$ cat config.mk
export PLATFORM = sky130hd
export DESIGN_NAME = script_token_lexer_flat
export DESIGN_NICKNAME = d
export VERILOG_FILES = /design/src/design/stl_pkg.sv /design/src/design/stl_in_if.sv /design/src/design/stl_out_if.sv /design/src/design/stl_front.sv /design/src/design/stl_queue.sv /design/src/design/stl_back.sv /design/src/design/script_token_lexer.sv /design/src/flat_wrapper.sv
export VERILOG_INCLUDE_DIRS = /design/src /design/src/design
export SDC_FILE = /design/constraint.sdc
export NUM_CORES = 1
export LEC_CHECK = 0
export BUFFER_PORTS_ARGS = -buffer_cell sky130_fd_sc_hd__buf_2
export CORE_MARGIN = 2
export CORE_UTILIZATION = 58
export DETAILED_ROUTE_END_ITERATION = 7
export MAX_ROUTING_LAYER = met4
export PLACE_DENSITY = 0.75
export SLEW_MARGIN = 0
export SYNTH_ARGS = -nofsm -noshare
export SYNTH_HDL_FRONTEND = slang
export SYNTH_SLANG_ARGS = --single-unit
export TNS_END_PERCENT = 50
$ cat constraint.sdc
create_clock -name clk -period 7.49 [get_ports clk]
set_input_delay 0.749 -clock clk [delete_from_list [all_inputs] [get_ports clk]]
set_output_delay 0.749 -clock clk [all_outputs]
set_load 0.05 [all_outputs]
$ cat src/design/script_token_lexer_macros.svh
// Assertion macros shared by the lexer modules.
// Each macro samples on clk and is disabled while rst is high.
`ifndef SCRIPT_TOKEN_LEXER_MACROS_SVH
`define SCRIPT_TOKEN_LEXER_MACROS_SVH

// Same-cycle implication.
`define STL_ASSERT_NOW(label, ante, cons, msg) \
  label: assert property (@(posedge clk) disable iff (rst) (ante) |-> (cons)) \
    else $error(msg);

// Next-cycle implication.
`define STL_ASSERT_NEXT(label, ante, cons, msg) \
  label: assert property (@(posedge clk) disable iff (rst) (ante) |=> (cons)) \
    else $error(msg);

`endif

$ cat src/design/stl_pkg.sv
// Package for the script token lexer: types, token kinds and keyword table.
// No dependencies.
`timescale 1ns / 1ps
`default_nettype none

package stl_pkg;

  localparam int CNT_W_DEF       = 16;
  localparam int QUEUE_DEPTH_DEF = 4;
  localparam int KW_CHARS        = 8;
  localparam int KW_BITS         = 8 * KW_CHARS;
  localparam int KW_COUNT        = 8;

  // Token kinds
  localparam logic [4:0] KIND_ILLEGAL = 5'd0;
  localparam logic [4:0] KIND_EOF     = 5'd1;
  localparam logic [4:0] KIND_ASSIGN  = 5'd2;
  localparam logic [4:0] KIND_PLUS    = 5'd3;
  localparam logic [4:0] KIND_MINUS   = 5'd4;
  localparam logic [4:0] KIND_STAR    = 5'd5;
  localparam logic [4:0] KIND_SLASH   = 5'd6;
  localparam logic [4:0] KIND_LPAREN  = 5'd7;
  localparam logic [4:0] KIND_RPAREN  = 5'd8;
  localparam logic [4:0] KIND_LBRACE  = 5'd9;
  localparam logic [4:0] KIND_RBRACE  = 5'd10;
  localparam logic [4:0] KIND_SEMI    = 5'd11;
  localparam logic [4:0] KIND_COMMA   = 5'd12;
  localparam logic [4:0] KIND_STRING  = 5'd13;
  localparam logic [4:0] KIND_NUMBER  = 5'd14;
  localparam logic [4:0] KIND_IDENT   = 5'd15;
  localparam logic [4:0] KIND_KW0     = 5'd16;

  // Keywords packed first character in the low byte
  localparam logic [KW_BITS-1:0] KW_TEXT [KW_COUNT] = '{
    64'h0000_0000_0074_656C,  // let
    64'h0000_0074_6E69_7270,  // print
    64'h6E6F_6974_636E_7566,  // function
    64'h0000_0000_0000_6669,  // if
    64'h0000_0000_6573_6C65,  // else
    64'h0000_0065_6C69_6877,  // while
    64'h0000_6E72_7574_6572,  // return
    64'h006B_6369_6C43_6E6F   // onClick
  };
  localparam logic [3:0] KW_LEN [KW_COUNT] = '{
    4'd3, 4'd5, 4'd8, 4'd2, 4'd4, 4'd5, 4'd6, 4'd7
  };

  // Byte classes seen by the scanner
  typedef enum logic [2:0] {
    CLS_END, CLS_SPACE, CLS_OP, CLS_QUOTE, CLS_DIGIT, CLS_WORD, CLS_DOT, CLS_OTHER
  } cls_t;

  // Scanner modes
  typedef enum logic [1:0] {
    MODE_IDLE, MODE_NUMBER, MODE_IDENT, MODE_STRING
  } mode_t;

  // Classified byte travelling through the queue
  typedef struct packed {
    cls_t       cls;
    logic [4:0] kind;
    logic       newline;
    logic [7:0] ch;
  } item_t;

  // Match a finished word against the keyword table
  function automatic logic [4:0] word_kind(input logic [KW_BITS-1:0] wbuf,
                                           input logic [3:0] len,
                                           input logic too_long);
    logic [4:0] kind;
    kind = KIND_IDENT;
    for (int k = 0; k < KW_COUNT; k++) begin
      if (!too_long && len == KW_LEN[k] && wbuf == KW_TEXT[k]) begin
        kind = KIND_KW0 + 5'(k);
      end
    end
    return kind;
  endfunction

endpackage

`default_nettype wire

$ cat src/design/stl_in_if.sv
// Byte input channel of the lexer: valid/ready with the text byte payload.
// No dependencies.
`timescale 1ns / 1ps
`default_nettype none

interface stl_in_if;
  logic       valid;
  logic       ready;
  logic [7:0] text_byte;
  logic       end_of_text;

  modport source (output valid, output text_byte, output end_of_text, input ready);
  modport sink   (input valid, input text_byte, input end_of_text, output ready);
endinterface

`default_nettype wire

$ cat src/design/stl_out_if.sv
// Token output channel of the lexer: valid/ready with the token payload.
// No dependencies.
`timescale 1ns / 1ps
`default_nettype none

interface stl_out_if;
  logic        valid;
  logic        ready;
  logic [4:0]  token_kind;
  logic [15:0] start_offset;
  logic [15:0] lexeme_length;
  logic [15:0] line_number;
  logic [15:0] column_number;
  logic        last_of_run;

  modport source (output valid, output token_kind, output start_offset,
                  output lexeme_length, output line_number, output column_number,
                  output last_of_run, input ready);
  modport sink   (input valid, input token_kind, input start_offset,
                  input lexeme_length, input line_number, input column_number,
                  input last_of_run, output ready);
endinterface

`default_nettype wire

$ cat src/design/stl_front.sv
// Front end of the lexer: takes input beats and classifies each byte.
// Depends on stl_pkg and stl_in_if.
`timescale 1ns / 1ps
`default_nettype none

module stl_front
  import stl_pkg::*;
(
  stl_in_if.sink    text_in,
  input  logic      full,
  output logic      push,
  output item_t     push_item
);

  // Accept whenever the queue has room
  assign text_in.ready = !full;
  assign push          = text_in.valid && !full;

  // Classify the byte; end flag or zero byte ends the text
  always_comb begin
    push_item.ch      = text_in.text_byte;
    push_item.newline = (text_in.text_byte == 8'h0A);
    push_item.kind    = KIND_ILLEGAL;
    push_item.cls     = CLS_OTHER;
    if (text_in.end_of_text || text_in.text_byte == 8'h00) begin
      push_item.cls = CLS_END;
    end else begin
      case (text_in.text_byte) inside
        8'h20, 8'h09, 8'h0A, 8'h0D: push_item.cls = CLS_SPACE;
        8'h3D: begin push_item.cls = CLS_OP; push_item.kind = KIND_ASSIGN; end
        8'h2B: begin push_item.cls = CLS_OP; push_item.kind = KIND_PLUS;   end
        8'h2D: begin push_item.cls = CLS_OP; push_item.kind = KIND_MINUS;  end
        8'h2A: begin push_item.cls = CLS_OP; push_item.kind = KIND_STAR;   end
        8'h2F: begin push_item.cls = CLS_OP; push_item.kind = KIND_SLASH;  end
        8'h28: begin push_item.cls = CLS_OP; push_item.kind = KIND_LPAREN; end
        8'h29: begin push_item.cls = CLS_OP; push_item.kind = KIND_RPAREN; end
        8'h7B: begin push_item.cls = CLS_OP; push_item.kind = KIND_LBRACE; end
        8'h7D: begin push_item.cls = CLS_OP; push_item.kind = KIND_RBRACE; end
        8'h3B: begin push_item.cls = CLS_OP; push_item.kind = KIND_SEMI;   end
        8'h2C: begin push_item.cls = CLS_OP; push_item.kind = KIND_COMMA;  end
        8'h22: push_item.cls = CLS_QUOTE;
        8'h2E: push_item.cls = CLS_DOT;
        [8'h30:8'h39]: push_item.cls = CLS_DIGIT;
        [8'h41:8'h5A], [8'h61:8'h7A], 8'h5F: push_item.cls = CLS_WORD;
        default: push_item.cls = CLS_OTHER;
      endcase
    end
  end

endmodule

`default_nettype wire

$ cat src/design/stl_queue.sv
// Short register queue of classified bytes between front and back end.
// Depends on stl_pkg and script_token_lexer_macros.svh.
`timescale 1ns / 1ps
`default_nettype none

`include "script_token_lexer_macros.svh"

module stl_queue
  import stl_pkg::*;
#(
  parameter int DEPTH = QUEUE_DEPTH_DEF
) (
  input  logic  clk,
  input  logic  rst,
  input  logic  push,
  input  item_t push_item,
  output logic  full,
  input  logic  pop,
  output logic  head_valid,
  output item_t head_item
);

  localparam int PW = (DEPTH > 1) ? $clog2(DEPTH) : 1;
  localparam int CW = $clog2(DEPTH + 1);
  localparam logic [PW-1:0] LAST_PTR = PW'(DEPTH - 1);
  localparam logic [CW-1:0] FULL_CNT = CW'(DEPTH);

  item_t         slots [DEPTH];
  logic [PW-1:0] wr_ptr;
  logic [PW-1:0] rd_ptr;
  logic [CW-1:0] count;
  logic          push_ok;
  logic          pop_ok;

  assign full       = (count == FULL_CNT);
  assign head_valid = (count != '0);
  assign head_item  = slots[rd_ptr];
  assign push_ok    = push && !full;
  assign pop_ok     = pop && head_valid;

  // Advance pointers and fill count
  always_ff @(posedge clk) begin
    if (rst) begin
      wr_ptr <= '0;
      rd_ptr <= '0;
      count  <= '0;
    end else begin
      if (push_ok) begin
        wr_ptr <= (wr_ptr == LAST_PTR) ? '0 : wr_ptr + 1'b1;
      end
      if (pop_ok) begin
        rd_ptr <= (rd_ptr == LAST_PTR) ? '0 : rd_ptr + 1'b1;
      end
      if (push_ok && !pop_ok) begin
        count <= count + 1'b1;
      end else if (pop_ok && !push_ok) begin
        count <= count - 1'b1;
      end
    end
  end

  // Store the incoming beat
  always_ff @(posedge clk) begin
    if (push_ok) begin
      slots[wr_ptr] <= push_item;
    end
  end

  `STL_ASSERT_NOW(a_pop_needs_data, pop, head_valid, "pop from empty queue")
  `STL_ASSERT_NOW(a_count_bound, 1'b1, count <= FULL_CNT, "queue count overflow")
  `STL_ASSERT_NEXT(a_count_grows, push_ok && !pop_ok, count == $past(count) + 1'b1,
                   "queue count did not grow on push")

endmodule

`default_nettype wire

$ cat src/design/stl_back.sv
// Back end of the lexer: scanner state, keyword match and token output register.
// Depends on stl_pkg, stl_out_if and script_token_lexer_macros.svh.
`timescale 1ns / 1ps
`default_nettype none

`include "script_token_lexer_macros.svh"

module stl_back
  import stl_pkg::*;
#(
  parameter int COUNT_WIDTH = CNT_W_DEF
) (
  input  logic        clk,
  input  logic        rst,
  input  logic        head_valid,
  input  item_t       head_item,
  output logic        pop,
  stl_out_if.source   token_out
);

  localparam int CW = COUNT_WIDTH;
  localparam logic [CW-1:0] CNT_MAX  = '1;
  localparam logic [CW-1:0] KW_LIMIT = CW'(KW_CHARS);

  function automatic logic [CW-1:0] sat_inc(input logic [CW-1:0] v);
    return (v == CNT_MAX) ? v : v + 1'b1;
  endfunction

  mode_t              mode, mode_next;
  logic [CW-1:0]      offset, offset_next;
  logic [CW-1:0]      line, line_next;
  logic [CW-1:0]      col, col_next;
  logic [CW-1:0]      pstart, pstart_next;
  logic [CW-1:0]      plen, plen_next;
  logic [CW-1:0]      pline, pline_next;
  logic [CW-1:0]      pcol, pcol_next;
  logic [KW_BITS-1:0] wbuf, wbuf_next;
  logic               too_long, too_long_next;

  logic               out_valid;
  logic [4:0]         out_kind;
  logic [15:0]        out_start;
  logic [15:0]        out_len;
  logic [15:0]        out_line;
  logic [15:0]        out_col;
  logic               out_last;

  logic               go;
  logic               emit;
  logic               flush;
  logic               adv;
  logic               restart;
  logic               idle_emits;
  logic [4:0]         pend_kind;
  logic [4:0]         tok_kind;
  logic [CW-1:0]      tok_start;
  logic [CW-1:0]      tok_len;
  logic [CW-1:0]      tok_line;
  logic [CW-1:0]      tok_col;
  logic               tok_last;

  // Work on the head beat while the output register can take a token
  assign go = head_valid && (!out_valid || token_out.ready);

  // Whether the byte, seen from idle, produces a token of its own
  assign idle_emits = head_item.cls inside {CLS_END, CLS_OP, CLS_DOT, CLS_OTHER};

  // Kind of the pending token
  always_comb begin
    case (mode)
      MODE_NUMBER: pend_kind = KIND_NUMBER;
      MODE_STRING: pend_kind = KIND_STRING;
      MODE_IDENT:  pend_kind = word_kind(wbuf, plen[3:0], too_long || plen > KW_LIMIT);
      default:     pend_kind = KIND_ILLEGAL;
    endcase
  end

  // Next scanner state and token to load
  always_comb begin
    mode_next     = mode;
    offset_next   = offset;
    line_next     = line;
    col_next      = col;
    pstart_next   = pstart;
    plen_next     = plen;
    pline_next    = pline;
    pcol_next     = pcol;
    wbuf_next     = wbuf;
    too_long_next = too_long;
    pop       = 1'b0;
    emit      = 1'b0;
    flush     = 1'b0;
    adv       = 1'b0;
    restart   = 1'b0;
    tok_kind  = KIND_ILLEGAL;
    tok_start = offset;
    tok_len   = CW'(1);
    tok_line  = line;
    tok_col   = col;
    tok_last  = 1'b1;

    if (go) begin
      case (mode)
        MODE_NUMBER: begin
          if (head_item.cls inside {CLS_DIGIT, CLS_DOT}) begin
            plen_next = sat_inc(plen);
            pop = 1'b1;
            adv = 1'b1;
          end else begin
            flush = 1'b1;
          end
        end
        MODE_IDENT: begin
          if (head_item.cls inside {CLS_DIGIT, CLS_WORD}) begin
            for (int i = 0; i < KW_CHARS; i++) begin
              if (plen == CW'(i)) begin
                wbuf_next[8*i +: 8] = head_item.ch;
              end
            end
            if (plen >= KW_LIMIT) begin
              too_long_next = 1'b1;
            end
            plen_next = sat_inc(plen);
            pop = 1'b1;
            adv = 1'b1;
          end else begin
            flush = 1'b1;
          end
        end
        MODE_STRING: begin
          if (head_item.cls == CLS_END) begin
            flush = 1'b1;
          end else begin
            if (head_item.cls == CLS_QUOTE) begin
              flush = 1'b1;
            end else begin
              plen_next = sat_inc(plen);
            end
            pop = 1'b1;
            adv = 1'b1;
          end
        end
        default: begin
          pop = 1'b1;
          case (head_item.cls)
            CLS_END: begin
              emit     = 1'b1;
              tok_kind = KIND_EOF;
              tok_len  = '0;
              restart  = 1'b1;
            end
            CLS_SPACE: adv = 1'b1;
            CLS_OP: begin
              emit     = 1'b1;
              tok_kind = head_item.kind;
              adv      = 1'b1;
            end
            CLS_QUOTE: begin
              mode_next     = MODE_STRING;
              pstart_next   = sat_inc(offset);
              plen_next     = '0;
              pline_next    = line;
              pcol_next     = col;
              wbuf_next     = '0;
              too_long_next = 1'b0;
              adv           = 1'b1;
            end
            CLS_DIGIT: begin
              mode_next     = MODE_NUMBER;
              pstart_next   = offset;
              plen_next     = CW'(1);
              pline_next    = line;
              pcol_next     = col;
              wbuf_next     = '0;
              too_long_next = 1'b0;
              adv           = 1'b1;
            end
            CLS_WORD: begin
              mode_next     = MODE_IDENT;
              pstart_next   = offset;
              plen_next     = CW'(1);
              pline_next    = line;
              pcol_next     = col;
              wbuf_next     = KW_BITS'(head_item.ch);
              too_long_next = 1'b0;
              adv           = 1'b1;
            end
            default: begin
              emit     = 1'b1;
              tok_kind = KIND_ILLEGAL;
              adv      = 1'b1;
            end
          endcase
        end
      endcase
    end

    // Emit the pending token and drop back to idle
    if (flush) begin
      emit      = 1'b1;
      tok_kind  = pend_kind;
      tok_start = pstart;
      tok_len   = plen;
      tok_line  = pline;
      tok_col   = pcol;
      tok_last  = !idle_emits;
      mode_next = MODE_IDLE;
    end

    // Advance the text position past the byte
    if (adv) begin
      offset_next = sat_inc(offset);
      if (head_item.newline) begin
        line_next = sat_inc(line);
        col_next  = CW'(1);
      end else begin
        col_next  = sat_inc(col);
      end
    end

    // End of text: back to the reset state
    if (restart) begin
      mode_next     = MODE_IDLE;
      offset_next   = '0;
      line_next     = CW'(1);
      col_next      = CW'(1);
      pstart_next   = '0;
      plen_next     = '0;
      pline_next    = CW'(1);
      pcol_next     = CW'(1);
      wbuf_next     = '0;
      too_long_next = 1'b0;
    end
  end

  // Scanner state and output valid
  always_ff @(posedge clk) begin
    if (rst) begin
      mode      <= MODE_IDLE;
      offset    <= '0;
      line      <= CW'(1);
      col       <= CW'(1);
      pstart    <= '0;
      plen      <= '0;
      pline     <= CW'(1);
      pcol      <= CW'(1);
      wbuf      <= '0;
      too_long  <= 1'b0;
      out_valid <= 1'b0;
    end else begin
      mode      <= mode_next;
      offset    <= offset_next;
      line      <= line_next;
      col       <= col_next;
      pstart    <= pstart_next;
      plen      <= plen_next;
      pline     <= pline_next;
      pcol      <= pcol_next;
      wbuf      <= wbuf_next;
      too_long  <= too_long_next;
      if (emit) begin
        out_valid <= 1'b1;
      end else if (token_out.ready) begin
        out_valid <= 1'b0;
      end
    end
  end

  // Load the token beat
  always_ff @(posedge clk) begin
    if (emit) begin
      out_kind  <= tok_kind;
      out_start <= 16'(tok_start);
      out_len   <= 16'(tok_len);
      out_line  <= 16'(tok_line);
      out_col   <= 16'(tok_col);
      out_last  <= tok_last;
    end
  end

  assign token_out.valid         = out_valid;
  assign token_out.token_kind    = out_kind;
  assign token_out.start_offset  = out_start;
  assign token_out.lexeme_length = out_len;
  assign token_out.line_number   = out_line;
  assign token_out.column_number = out_col;
  assign token_out.last_of_run   = out_last;

  `STL_ASSERT_NEXT(a_flush_to_idle, flush, mode == MODE_IDLE,
                   "scanner not idle after flushing a token")
  `STL_ASSERT_NEXT(a_eof_restarts, restart,
                   offset == '0 && line == CW'(1) && col == CW'(1) && mode == MODE_IDLE,
                   "position not cleared after end of text")
  `STL_ASSERT_NEXT(a_emit_loads, emit, out_valid, "token lost at output register")

endmodule

`default_nettype wire

$ cat src/design/script_token_lexer.sv
// Script token lexer top level: front classifier, byte queue, scanner back end.
// A token is registered at the output after its byte passes the byte queue.
// One byte per cycle; a byte that closes a number or identifier, or ends the
// text in a pending token, waits for that token; a held token stalls the flow.
// Reset (synchronous rst): queue empty, output idle, position line 1 column 1.
`timescale 1ns / 1ps
`default_nettype none

module script_token_lexer
  import stl_pkg::*;
#(
  parameter int COUNT_WIDTH = CNT_W_DEF,
  parameter int QUEUE_DEPTH = QUEUE_DEPTH_DEF
) (
  input  logic        clk,
  input  logic        rst,
  stl_in_if.sink      text_in,
  stl_out_if.source   token_out
);

  logic  push;
  logic  full;
  logic  pop;
  logic  head_valid;
  item_t push_item;
  item_t head_item;

  stl_front u_front (
    .text_in   (text_in),
    .full      (full),
    .push      (push),
    .push_item (push_item)
  );

  stl_queue #(
    .DEPTH (QUEUE_DEPTH)
  ) u_queue (
    .clk        (clk),
    .rst        (rst),
    .push       (push),
    .push_item  (push_item),
    .full       (full),
    .pop        (pop),
    .head_valid (head_valid),
    .head_item  (head_item)
  );

  stl_back #(
    .COUNT_WIDTH (COUNT_WIDTH)
  ) u_back (
    .clk        (clk),
    .rst        (rst),
    .head_valid (head_valid),
    .head_item  (head_item),
    .pop        (pop),
    .token_out  (token_out)
  );

endmodule

`default_nettype wire
$ cat src/flat_wrapper.sv
// flat-port wrapper written by rule: the top's interface ports become plain ports
module script_token_lexer_flat import stl_pkg::*;
#(
  parameter int COUNT_WIDTH = CNT_W_DEF,
  parameter int QUEUE_DEPTH = QUEUE_DEPTH_DEF
)
  (clk, rst, text_in_valid, text_in_text_byte, text_in_end_of_text, text_in_ready, token_out_valid, token_out_token_kind, token_out_start_offset, token_out_lexeme_length, token_out_line_number, token_out_column_number, token_out_last_of_run, token_out_ready);
  stl_in_if text_in_i ();
  stl_out_if token_out_i ();
  input  logic clk;
  input  logic rst;
  input wire logic [$bits(text_in_i.valid)-1:0] text_in_valid;
  input wire logic [$bits(text_in_i.text_byte)-1:0] text_in_text_byte;
  input wire logic [$bits(text_in_i.end_of_text)-1:0] text_in_end_of_text;
  output wire logic [$bits(text_in_i.ready)-1:0] text_in_ready;
  output wire logic [$bits(token_out_i.valid)-1:0] token_out_valid;
  output wire logic [$bits(token_out_i.token_kind)-1:0] token_out_token_kind;
  output wire logic [$bits(token_out_i.start_offset)-1:0] token_out_start_offset;
  output wire logic [$bits(token_out_i.lexeme_length)-1:0] token_out_lexeme_length;
  output wire logic [$bits(token_out_i.line_number)-1:0] token_out_line_number;
  output wire logic [$bits(token_out_i.column_number)-1:0] token_out_column_number;
  output wire logic [$bits(token_out_i.last_of_run)-1:0] token_out_last_of_run;
  input wire logic [$bits(token_out_i.ready)-1:0] token_out_ready;
  assign text_in_i.valid = text_in_valid;
  assign text_in_i.text_byte = text_in_text_byte;
  assign text_in_i.end_of_text = text_in_end_of_text;
  assign text_in_ready = text_in_i.ready;
  assign token_out_valid = token_out_i.valid;
  assign token_out_token_kind = token_out_i.token_kind;
  assign token_out_start_offset = token_out_i.start_offset;
  assign token_out_lexeme_length = token_out_i.lexeme_length;
  assign token_out_line_number = token_out_i.line_number;
  assign token_out_column_number = token_out_i.column_number;
  assign token_out_last_of_run = token_out_i.last_of_run;
  assign token_out_i.ready = token_out_ready;
  script_token_lexer #(.COUNT_WIDTH(COUNT_WIDTH), .QUEUE_DEPTH(QUEUE_DEPTH)) u_core (.clk(clk), .rst(rst), .text_in(text_in_i), .token_out(token_out_i));
endmodule
==> impl_metrics.py <==
metrics = {
    "floorplanning": {
        "ios": 85,
        "die_h_um": 164.8,
        "die-area_mm2": 0.02714,
        "die_x_um": 164.8,
        "initial_utilization": 0.5935,
        "coreArea_mm2": 0.02525,
        "rows": 58,
    },
    "setup_path": {
        "r2r_slack_ps": 3560,
        "critPathLaunchType": "flop",
        "cp_max_fo": 49,
        "path_class": "reg -> reg",
        "crit_end": "u_core.u_back.token_out.start_offset[12]",
        "worstPathRequired_ps": 7670,
        "rr_endpoint": "u_core.u_back.token_out.start_offset[12]",
        "reg2reg_depth": 7,
        "end_kind": "flop",
        "crit_arrival_ps": 4110,
    },
    "detailed_routing": {
        "postRouteAntennaNets": 0,
        "wl_met3_mm": 2.644,
        "top_layer": "met4",
        "wl_met2_mm": 16.63,
        "routed_wl_mm": 37.06,
        "drtIter0Drc": 1163,
        "viasPerCell": 6.198,
        "wl_met1_mm": 16.75,
        "drc": 0,
        "routedWlPerCell_um": 18.85,
        "drt_pass1_iterations": 5,
        "vias": 12190,
    },
    "place": {
        "place.gp.congestion": 0.9579,
        "portBuffers": 84,
        "dp_cells": 1905,
        "dp_hpwl_mm": 24.75,
        "dpl-instance-area_mm2": 0.01558,
    },
    "cts": {
        "tritoncts": "yes",
        "postCtsSetupBuffers": 0,
        "clk_pin_slew_ps": 60,
        "cts_sinks": 323,
        "insertion_delay_ps": 510,
        "cts_hold_buf": 0,
        "h-tree-depth": 2,
        "cts.repair.resized": 0,
        "cts-buffers-inserted": 34,
        "cts-root-buf": "clkbuf_16",
        "clockBufferDepth": 3,
    },
    "synth": {
        "synthCells": 1567,
        "netlist_area_mm2": 0.01499,
        "synthArstFlopShare": 0,
        "synth_area_leader_cell": "edfxtp_1",
        "ys_warn_count": 0,
        "synth_top_area_frac": 0.2685,
        "synth-seq-cells": 323,
        "synth.distinct_cells": 83,
        "syn-num-nets": 1598,
        "ys.flop_type": "dfxtp_1",
        "synth_edf_count": 134,
        "seq_area_frac_synth": 0.5209,
        "yosys-top-cells-area": "edfxtp_1 (27%), dfxtp_1 (25%), nand2_1 (7.2%), nand3_1 (4.6%), a21oi_1 (3.1%)",
        "postSynthAreaPerCell_um2": 9.565,
    },
    "sta": {
        "fin_worst_skew_ps": 7.921,
        "setup_viol": 0,
        "period_minus_slack_ps": 3928,
        "slew_headroom": 0.1534,
        "rsz0062_at_grt": "false",
        "fin_crit_sh": 0.5244,
        "worst_pin_slew_ps": 1253,
        "timing.setup.tns_ps": 0,
        "fmax_mhz": 254.6,
        "finalHoldViolCount": 0,
        "drv_slew": 0,
    },
    "pwr": {
        "switchingPower_w": 0.002581,
        "powerDensity_mw_per_mm2": 377.7,
        "p_leak_nw": 5.852,
        "ir_drop_v": 0.0003464,
        "p_total_w": 0.006301,
        "p_clk_frac": 0.264,
        "swShare": 0.4097,
        "seqPwrFrac": 0.378,
        "pwr-share-comb": 0.358,
        "intPower_w": 0.003720,
    },
    "finish": {
        "layout_common_cells": "nand2_1 (286), dfxtp_1 (189), nand3_1 (137)",
        "reg_top3": "u_core.u_back.wbuf: 64 flops, u_core.u_queue.slots: 64 flops",
        "final_nets": 1642,
        "layout_commonest_cell": "nand2_1",
        "stdcell_area_mm2": 0.01668,
        "stdcell_count": 1966,
        "area_delta_synth_final_pct": 11.31,
        "drive_gt1_frac": 0.1235,
        "regArea_mm2": 0.007807,
        "multiInputGateArea_mm2": 0.006745,
        "n_fill_cell": 2010,
        "antenna_cells": 0,
    },
    "grt": {
        "grtUsageTotal": 0.2868,
        "antenna_found_initial": 0,
        "gr-total-overflow": 0,
        "grt_pass1_vias": 11310,
        "grt_max_degree": 86,
        "grt_pass1_wl_mm": 60.13,
    },
    "outcome": {
        "status": "finished clean",
    },
    "worst_hold_path": {
        "hold_class": "reg -> reg",
    },
    "flow_run": {
        "drv_cap": 0,
    },
}
==> power groups by stage <==
stage               registers [W]  clock network [W]  logic (W)
detailed placement        0.00242                  0    0.00225
finish                    0.00238            0.00167    0.00225
global route              0.00241            0.00176    0.00240
floorplan                 0.00308                  0    0.00103
global placement          0.00241                  0    0.00220
CTS                       0.00238            0.00169    0.00225
==> cells in the mapped netlist (6+ instances only) <==
library cell and count:
a21oi_1 92, dfxtp_1 189, nor4bb_1 7, or4_1 15, xor2_1 23, nand4_1 35
nor4b_1 13, nand4b_1 6, and2_1 19, xnor2_1 23, mux2i_1 9, inv_1 24
nor2b_1 12, o31ai_1 8, and3_1 13, nor3b_1 7, mux4_2 16, nand2_1 286
nand2b_1 9, nor2_1 84, and3b_1 6, clkbuf_1 60, o21ai_0 81, nor4_1 38
nand3b_1 6, a21o_1 6, nor3_1 30, edfxtp_1 134, and4_1 11, nand3_1 137
ha_1 17, buf_2 20, or3_1 11
==> layer usage <==
layer	global-route usage	vias to the layer above
li1	-	5807
met1	0.4088	5841
met2	0.4241	456
met3	0.04596	82
met4	0.08854	0
met5	-	-
==> layout make-up <==
class,count,share of cell area
multi-input cells,1130,0.4043
flip-flops and latches,323,0.4680
inverters,25,0.005625
well taps,330,0.02475
clock buffers,46,0.05857
clock inverters,15,0.007725
repair buffers,97,0.03105
==> kinds of logic after synthesis <==
logic type | after synthesis | synth area share
buffers and inverters | 114 | 0.03222
muxes | 26 | 0.03080
DFF | 323 | 0.5209
xor gates and xnor gates | 46 | 0.02688
AOI/OAI and AO/OA | 264 | 0.1089
and+or+nand+nor | 776 | 0.2647
adders and majority gates | 18 | 0.01553
==> critical path: stages (launching register included) <==
cell and delay [ps]:
dfxtp_1 820, mux4_2 530, nor2b_1 550, o221ai_1 330, or2_2 360, o211ai_1 270, inv_2 280, buf_4 390
==> through the flow <==
| step | setup slack, ps | hold WS, ps | utilization |
|---|---|---|---|
| after floorplan | 3751 | 427.3 | - |
| after global placement | 3760 | 438.5 | 0.6168 |
| after detailed placement | 3637 | 447.1 | 0.6168 |
| after CTS | 3624 | 455.2 | 0.6606 |
| after global routing | 3369 | 477.4 | 0.6606 |
| final | 3562 | 454.3 | 0.6606 |
==> worst min path at each step <==
stage / startpoint / to / slack, ps / cells past startpoint
6_report: u_core.u_back.pline[13] / u_core.u_back.pline[13] / 450 / 2
5_1_grt: u_core.u_back.pline[13] / u_core.u_back.pline[13] / 480 / 2
4_1_cts: u_core.u_back.pcol[3] / u_core.u_back.pcol[3] / 460 / 2
3_5_place_dp: u_core.u_back.pline[13] / u_core.u_back.pline[13] / 450 / 2
3_3_place_gp: u_core.u_back.wbuf[5] / u_core.u_back.wbuf[5] / 440 / 2
2_1_floorplan: u_core.u_back.wbuf[5] / u_core.u_back.wbuf[5] / 430 / 2
Power figures use the tool's default switching activity.
